===== src/design/b64d_pkg.sv =====
`timescale 1ns / 1ps
// ============================================================================
// b64d_pkg
// Types, codes and the character map shared by the Base64 stream decoder.
// ============================================================================
package b64d_pkg;

    localparam logic [7:0] PAD_CHAR   = 8'h3D;
    localparam logic [7:0] PLUS_CHAR  = 8'h2B;
    localparam logic [7:0] SLASH_CHAR = 8'h2F;

    typedef enum logic [1:0] {
        STATUS_DATA    = 2'd0,
        STATUS_LENGTH  = 2'd1,
        STATUS_INVALID = 2'd2
    } status_t;

    typedef struct packed {
        logic       ok;
        logic [5:0] value;
    } sextet_t;

    function automatic sextet_t sextet_of(input logic [7:0] c);
        sextet_t s;
        s.ok    = 1'b1;
        s.value = 6'd0;
        if (c >= 8'h41 && c <= 8'h5A)
        begin
            s.value = 6'(c - 8'h41);
        end
        else if (c >= 8'h61 && c <= 8'h7A)
        begin
            s.value = 6'(c - 8'h47);
        end
        else if (c >= 8'h30 && c <= 8'h39)
        begin
            s.value = 6'(c + 8'h04);
        end
        else if (c == PLUS_CHAR)
        begin
            s.value = 6'd62;
        end
        else if (c == SLASH_CHAR)
        begin
            s.value = 6'd63;
        end
        else if (c == PAD_CHAR)
        begin
            s.value = 6'd0;
        end
        else
        begin
            s.ok = 1'b0;
        end
        return s;
    endfunction

endpackage


===== src/design/base64_stream_decoder.sv =====
`timescale 1ns / 1ps
// ============================================================================
// base64_stream_decoder
// Streaming Base64 decoder, one character in per word, one byte out per word.
// ============================================================================
// A character is taken into an input register and decoded from there
// into a three-entry result buffer. The first byte of a group shows once
// its fourth character has gone through both, or later while earlier
// words still wait in the buffer. One character is accepted every cycle
// unless the input stalls: characters that emit nothing pass while the
// buffer drains, and one that emits results waits only until the buffer
// holds at most one word being taken. The output port sets the sustained
// rate, one word per cycle unless stalled; a group of four gives at most three.
module base64_stream_decoder
    import b64d_pkg::*;
(
    input  logic       clk,
    input  logic       rst_n,
    input  logic       in_valid,
    output logic       in_stall,
    input  logic [7:0] in_char,
    input  logic       is_final,
    output logic       out_valid,
    input  logic       out_stall,
    output logic [7:0] out_byte,
    output logic [1:0] status,
    output logic       run_last,
    output logic       stream_end
);

    logic        in_full_reg, in_full_next;
    logic [7:0]  in_char_reg;
    logic        in_final_reg;

    logic [17:0] grp_bits_reg, grp_bits_next;
    logic [1:0]  grp_pos_reg, grp_pos_next;
    logic        third_pad_reg, third_pad_next;

    logic [7:0]  res_byte_reg [3];
    logic [7:0]  res_byte_next [3];
    logic [1:0]  res_cnt_reg, res_cnt_next;
    status_t     res_status_reg, res_status_next;
    logic        res_end_reg, res_end_next;

    sextet_t     sx;
    logic        produces;
    logic        buf_free;
    logic        process;
    logic        take;
    logic        accept;
    logic [23:0] triple;
    logic [1:0]  n_bytes;

    assign sx       = sextet_of(in_char_reg);
    assign take     = out_valid && !out_stall;
    assign buf_free = (res_cnt_reg == 2'd0) || (res_cnt_reg == 2'd1 && !out_stall);
    assign produces = !sx.ok || in_final_reg || (grp_pos_reg == 2'd3);
    assign process  = in_full_reg && (!produces || buf_free);
    assign in_stall = in_full_reg && !process;
    assign accept   = in_valid && !in_stall;
    assign triple   = {grp_bits_reg, sx.value};

    always_comb
    begin
        n_bytes = 2'd3;
        if (in_final_reg && in_char_reg == PAD_CHAR)
        begin
            n_bytes = n_bytes - 2'd1;
        end
        if (in_final_reg && third_pad_reg)
        begin
            n_bytes = n_bytes - 2'd1;
        end
    end

    always_comb
    begin
        in_full_next = in_full_reg;
        if (accept)
        begin
            in_full_next = 1'b1;
        end
        else if (process)
        begin
            in_full_next = 1'b0;
        end
    end

    always_comb
    begin
        grp_bits_next   = grp_bits_reg;
        grp_pos_next    = grp_pos_reg;
        third_pad_next  = third_pad_reg;
        res_byte_next   = res_byte_reg;
        res_cnt_next    = res_cnt_reg;
        res_status_next = res_status_reg;
        res_end_next    = res_end_reg;

        if (take)
        begin
            res_byte_next[0] = res_byte_reg[1];
            res_byte_next[1] = res_byte_reg[2];
            res_byte_next[2] = res_byte_reg[2];
            res_cnt_next     = res_cnt_reg - 2'd1;
        end

        if (process)
        begin
            if (!sx.ok)
            begin
                res_byte_next[0] = 8'd0;
                res_cnt_next     = 2'd1;
                res_status_next  = STATUS_INVALID;
                res_end_next     = in_final_reg;
                grp_bits_next    = 18'd0;
                grp_pos_next     = 2'd0;
                third_pad_next   = 1'b0;
            end
            else if (grp_pos_reg == 2'd3)
            begin
                res_byte_next[0] = triple[23:16];
                res_byte_next[1] = triple[15:8];
                res_byte_next[2] = triple[7:0];
                res_cnt_next     = n_bytes;
                res_status_next  = STATUS_DATA;
                res_end_next     = in_final_reg;
                grp_bits_next    = 18'd0;
                grp_pos_next     = 2'd0;
                third_pad_next   = 1'b0;
            end
            else if (in_final_reg)
            begin
                res_byte_next[0] = 8'd0;
                res_cnt_next     = 2'd1;
                res_status_next  = STATUS_LENGTH;
                res_end_next     = 1'b1;
                grp_bits_next    = 18'd0;
                grp_pos_next     = 2'd0;
                third_pad_next   = 1'b0;
            end
            else
            begin
                grp_bits_next = {grp_bits_reg[11:0], sx.value};
                grp_pos_next  = grp_pos_reg + 2'd1;
                if (grp_pos_reg == 2'd2)
                begin
                    third_pad_next = (in_char_reg == PAD_CHAR);
                end
            end
        end
    end

    always_ff @(posedge clk or negedge rst_n)
    begin
        if (!rst_n)
        begin
            in_full_reg    <= 1'b0;
            grp_bits_reg   <= 18'd0;
            grp_pos_reg    <= 2'd0;
            third_pad_reg  <= 1'b0;
            res_cnt_reg    <= 2'd0;
            res_status_reg <= STATUS_DATA;
            res_end_reg    <= 1'b0;
        end
        else
        begin
            in_full_reg    <= in_full_next;
            grp_bits_reg   <= grp_bits_next;
            grp_pos_reg    <= grp_pos_next;
            third_pad_reg  <= third_pad_next;
            res_cnt_reg    <= res_cnt_next;
            res_status_reg <= res_status_next;
            res_end_reg    <= res_end_next;
        end
    end

    always_ff @(posedge clk)
    begin
        if (accept)
        begin
            in_char_reg  <= in_char;
            in_final_reg <= is_final;
        end
        res_byte_reg <= res_byte_next;
    end

    assign out_valid  = (res_cnt_reg != 2'd0);
    assign out_byte   = res_byte_reg[0];
    assign status     = res_status_reg;
    assign run_last   = (res_cnt_reg == 2'd1);
    assign stream_end = (res_cnt_reg == 2'd1) && res_end_reg;

endmodule


===== config.mk =====
export PLATFORM = sky130hd
export DESIGN_NAME = base64_stream_decoder
export DESIGN_NICKNAME = d
export VERILOG_FILES = /design/src/design/b64d_pkg.sv /design/src/design/base64_stream_decoder.sv
export SDC_FILE = /design/constraint.sdc
export NUM_CORES = 1
export LEC_CHECK = 0
export ABC_AREA = 0
export BUFFER_PORTS_ARGS = -buffer_cell sky130_fd_sc_hd__buf_2
export CORE_MARGIN = 2
export CORE_UTILIZATION = 45
export CTS_BUF_LIST = sky130_fd_sc_hd__clkbuf_16
export CTS_CLUSTER_SIZE = 20
export DETAILED_ROUTE_END_ITERATION = 16
export PLACE_DENSITY = 0.68
export RECOVER_POWER = 25
export SLEW_MARGIN = 20
export SYNTH_ARGS = -nofsm -noshare
export SYNTH_HDL_FRONTEND = slang
export SYNTH_SLANG_ARGS = --single-unit

===== constraint.sdc =====
create_clock -name clk -period 5.9 [get_ports clk]
set_input_delay 0.59 -clock clk [delete_from_list [all_inputs] [get_ports clk]]
set_output_delay 0.59 -clock clk [all_outputs]
set_load 0.02 [all_outputs]

; ---- After elaboration in Yosys (flattened, before gate mapping)
; Cells that the tools add are included.
[word_totals]
register_bits = 60
latchBits = 0
ramBits = 0
mem_bits_ro = 0
in_bits = 13
out_inout_bits = 14
word_cells = 100
mem_count = 0
[classes]
addsub = 6
n_mul = 0
div = 0
order_cmp = 6
n_eq_ne = 8
shifts = 0
mux = 43
bitwise = 0
n_reduce_logical = 25
[op_table]
columns = operator, n
row1 = $mux W18, 3
row2 = $mux W24, 2
row3 = $mux W16, 2
row4 = $mux W6, 5
row5 = $eq A8 B6 Y1 const B, 3
row6 = $mux W2, 12
row7 = $mux W8, 3
row8 = $ge A8 B7 Y1 const B, 2
row9 = $le A8 B7 Y1 const B, 2
row10 = $mux W1, 16
row11 = $logic_and A1 B1 Y1, 11
row12 = $ge A8 B6 Y1 const B, 1
row13 = $le A8 B6 Y1 const B, 1
row14 = $add A6 B3 Y6 const B, 1
row15 = $sub A6 B1 Y6 const B, 1
row16 = $sub A6 B3 Y6 const B, 1
row17 = $logic_not A1 Y1, 5
row18 = $eq A2 B2 Y1 const B, 2
row19 = $logic_or A1 B1 Y1, 4
row20 = $ne A4 B2 Y1 const B, 1
row21 = $reduce_and A2 Y1, 2
row22 = $reduce_bool A2 Y1, 2
row23 = $sub A2 B1 Y2 const B, 2
row24 = $ne A3 B2 Y1 const B, 1
row25 = other kinds (3), 3

; ---- Logic depth before layout (Yosys ltp)
[depth]
ltp_word = 18
ltp_mapped = 10
ltp_nobuf = 9

; ---- Worst setup path before layout
; No wires, ideal clock.
[synth_timing]
path_type = register -> register
from = register in_char_reg[0]
to = register in_char_reg[0] (enable)
t_arrival_ns = 2.446
setup_slack_ns = 3.065
stages_incl_launch_ff = 9
path_buffers = 0
path_cell_list = edfxtp_1 -> inv_1 -> ha_1 -> nor2b_1 -> o211ai_1 -> o211ai_1 -> o21ai_4 -> a21boi_1 -> a21boi_0
[synth_via]
elab_chain_cells = 17
elab_cells_between_ends = 28
cone_classes = 6 x order compare / 3 x eq/ne / 6 x mux / 13 x reduce/logical
[synth_rtl]
columns = item, line_no
row1 = "start, declared", base64_stream_decoder.sv:32  ; logic [7:0] in_char_reg;
row2 = "start signal, assigned", base64_stream_decoder.sv:181  ; in_char_reg <= in_char;
row3 = $eq A8 B6 Y1, b64d_pkg.sv:47  ; else if (c == PAD_CHAR)
row4 = $mux W1, b64d_pkg.sv:47
row5 = $mux W1, b64d_pkg.sv:43  ; else if (c == SLASH_CHAR)
row6 = $mux W1, b64d_pkg.sv:39  ; else if (c == PLUS_CHAR)
row7 = $mux W1, b64d_pkg.sv:35  ; else if (c >= 8'h30 && c <= 8'h39)
row8 = $mux W1, b64d_pkg.sv:31  ; else if (c >= 8'h61 && c <= 8'h7A)
row9 = $mux W1 (*), b64d_pkg.sv:27  ; if (c >= 8'h41 && c <= 8'h5A)
row10 = $logic_not A1 Y1 (*), --
row11 = $logic_or A1 B1 Y1 (*) (2 in series), base64_stream_decoder.sv:57  ; assign produces = !sx.ok || in_final_reg || (grp_pos_reg == 2'd3);
row12 = $logic_not A1 Y1 (*), base64_stream_decoder.sv:58  ; assign process = in_full_reg && (!produces || buf_free);
row13 = $logic_or A1 B1 Y1 (*), base64_stream_decoder.sv:58
row14 = $logic_and A1 B1 Y1 (*), base64_stream_decoder.sv:58
row15 = $logic_not A1 Y1 (*), base64_stream_decoder.sv:59  ; assign in_stall = in_full_reg && !process;
row16 = $logic_and A1 B1 Y1 (*), base64_stream_decoder.sv:59
row17 = $logic_not A1 Y1 (*), base64_stream_decoder.sv:60  ; assign accept = in_valid && !in_stall;
row18 = $logic_and A1 B1 Y1 (*), base64_stream_decoder.sv:60
row19 = via accept, base64_stream_decoder.sv:50  ; logic accept;
; The timed path passes the listed nets; every way through them passes the cells marked *.
; A chain may end at the register's enable or synchronous reset.

; ---- Final worst setup path
[layout_timing]
from = register in_char_reg[0]
to = register res_byte_reg[0] (netlist name) (enable)
[layout_via]
elab_chain_cells = 14
elab_cells_between_ends = 35
cone_classes = 3 x add/sub / 6 x order compare / 3 x eq/ne / 14 x mux / 9 x reduce/logical
[layout_rtl]
columns = item, line_no
row1 = $eq A8 B6 Y1, b64d_pkg.sv:47
row2 = $mux W1, b64d_pkg.sv:47
row3 = $mux W1, b64d_pkg.sv:43
row4 = $mux W1, b64d_pkg.sv:39
row5 = $mux W1, b64d_pkg.sv:35
row6 = $mux W1, b64d_pkg.sv:31
row7 = $mux W1, b64d_pkg.sv:27
row8 = $logic_not A1 Y1, --
row9 = $logic_or A1 B1 Y1 (2 in series), base64_stream_decoder.sv:57
row10 = $logic_not A1 Y1, base64_stream_decoder.sv:58
row11 = $logic_or A1 B1 Y1, base64_stream_decoder.sv:58
row12 = $logic_and A1 B1 Y1, base64_stream_decoder.sv:58
row13 = $mux W24 (*), base64_stream_decoder.sv:107  ; if (process)
row14 = "end signal, assigned", base64_stream_decoder.sv:184  ; res_byte_reg <= res_byte_next;
row15 = "end, declared", base64_stream_decoder.sv:39  ; logic [7:0] res_byte_reg [3];
; Every way passes the cells marked *; elsewhere a longest branch is shown, timed or not.

==> impl_metrics.ini <==
[run_status]
status = finished, violations left
violations = max-capacitance violations, max-slew violations

[drt]
routed_wl_mm = 6.17
vias = 2207
ant_nets = 0
wl_per_cell_um = 14.7
drtPass1Iterations = 4
drtIter0Drc = 76
via_per_inst = 5.25
drc = 0

[global_route]
grt_max_degree = 28
antenna_found_initial = 0
grt-ovfl-total = 0
grt_pass1_vias = 2225
grt_pass1_wl_mm = 10.6
grt_usage_pct = 17.9

[pwr]
power_leakage_nw = 1.68
p_per_area_mw_per_mm2 = 439
ir_drop_v = 0.000217

[worst_setup_path]
start_kind = flop
worstSetupPathType = flop to flop
crit_path_end_kind = flop
crit_fanout = 20
required_ns = 5.87
cp.arrival_ns = 3.52
ff2ff_setup_slack_ns = 2.35

[finish]
drive_gt1_share_pct = 14.2
final_cell_mix = mux2i_1, inv_1, dfrtp_1
fin_nets = 346
final_common_cell = mux2i_1
largest_register_ffs = 18
nFillCells = 640
num_antenna_cells = 0
instances_no_fill = 420
area_growth_syn_to_layout_pct = 13.0

[cts]
clockBufferDepth = 2
holdBufCountCts = 0
htree_levels = 3
insertion_delay_ns = 0.32
cts_root_buf = clkbuf_16
post-cts-setup-buffers = 0
cts_sinks = 60
clkTransAtPathRegs_ns = 0.06
cts_made_buffers = 9
cts_resized = 0
tritoncts = done

[synth]
synth_ff_type = dfrtp_1
synth.top_cell.area_share_pct = 21.3
synth_top_area_cell = dfrtp_1
yosysSeqAreaShare_pct = 47.4
netlist_area_mm2 = 0.00318
synth_edf_count = 17
syn_nets = 328
ys_seq_elements = 60
synth.distinct_cells = 48
syn_avg_cell_area_um2 = 10.6
synthCells = 301
synth.area.top_cells = dfrtp_1, edfxtp_1, mux2i_1
yosys_warnings = 0
async_flop_share_pct = 45.0

[floorplan]
die_area_mm2 = 0.00775
initial_core_util_pct = 46.5
core_mm2 = 0.00683
ios = 27
die_x_um = 88.0
rows = 30
die_h_um = 88.0

[sta]
fin_crit_ns = 3.55
maxSlewHeadroom_pct = -2.33
fmax_ghz = 0.282
worst_pin_slew_ns = 1.54
period_share_pct = 60.2
rsz0062_at_grt = false
fin_skew_ns = 0.00552
fin_setup_tns_ns = 0
hold_viol_final = 0
slew_violations = 28
setup_viol = 0

[placed_design]
dp_hpwl_mm = 4.32
portBuffers = 26
gp_congestion = 0.916
dp_cells = 404

[run]
drv_cap = 1

[worst_hold_path]
hold_path_class = primary input to flop
cell families after synthesis:
logic type      share of synthesized area, %
mux                                     13.9
xor+xnor                               0.551
fa+ha+maj                               5.51
buf+inv                                 7.40
flops                                   47.4
simple gates                            12.2
compound gates                          13.0
power breakdown:
group	switching (mW)	total [mW]	internal, mW
Sequential	0.0656	0.583	0.518
Combinational	0.313	0.499	0.186
Clock	0.186	0.493	0.307
metal layers:
metal | wire (um) | vias to the layer above | global-route usage, %
met3 | 239 | 11 | 5.66
met2 | 2910 | 48 | 28.4
met5 | 0 | - | 0
li1 | - | 1090 | -
met4 | 112 | 0 | 7.02
met1 | 2910 | 1058 | 22.9
final cells by class:
| class | count | area [um2] | area share, % |
|---|---|---|---|
| clock inverters | 6 | 36.3 | 1.01 |
| multi-input cells | 194 | 1440 | 40.2 |
| flip-flops and latches | 60 | 1510 | 42.0 |
| clock buffers | 10 | 250 | 6.97 |
| inverters | 28 | 105 | 2.93 |
| well taps | 96 | 120 | 3.34 |
| repair buffers | 26 | 129 | 3.59 |
worst max-delay path, stage by stage, from the launching register on:
cell and delay, ns:
edfxtp_1 0.49, inv_1 0.13, ha_1 0.27, nor2b_1 0.14, o211ai_1 0.38, o211ai_1 0.32, o21ai_4 0.17, nand3_1 0.72
inv_2 0.58
per-stage QoR:
stage                     setup slack [ns]  area [um2]  total power [mW]  hold WS, ns  util [%]
after detailed placement              2.37        3300              1.09        0.460      48.3
after CTS                             2.35        3590              1.59        0.315      52.5
after global placement                2.48        3300              1.08        0.458      48.3
final                                 2.35        3590              1.58        0.440      52.6
after global routing                  2.00        3590              1.68        0.429      52.6
after floorplan                       3.07        3180             0.985        0.294         -
worst paths after layout:
path / from / endpoint / cells past startpoint
worst min-delay path: in_char[2] / in_char_reg[2] / 1
max in group asynchronous: rst_n / grp_pos_reg[1] / 1
worst min register to register: grp_bits_reg[16] / out_byte[6] / 1
worst max register to register: in_char_reg[0] / res_byte_reg[0] / 8
min in group asynchronous: rst_n / third_pad_reg / 1
worst max-delay path: in_char_reg[0] / res_byte_reg[0] / 8
synth_stat cells (all sizes together) (5+ instances only):
cell type and instances:
o2bb2ai 6, o22ai 5, o21ai 6, edfxtp 17
mux2i 44, nand3 7, dfrtp 27, ha 14
inv 28, clkbuf 5, buf 14, nor2 18
nor2b 8, a21oi 8, nor3 7, dfxtp 16
and2 6, nand2 25
No activity file was read; power rests on OpenSTA's default activity.
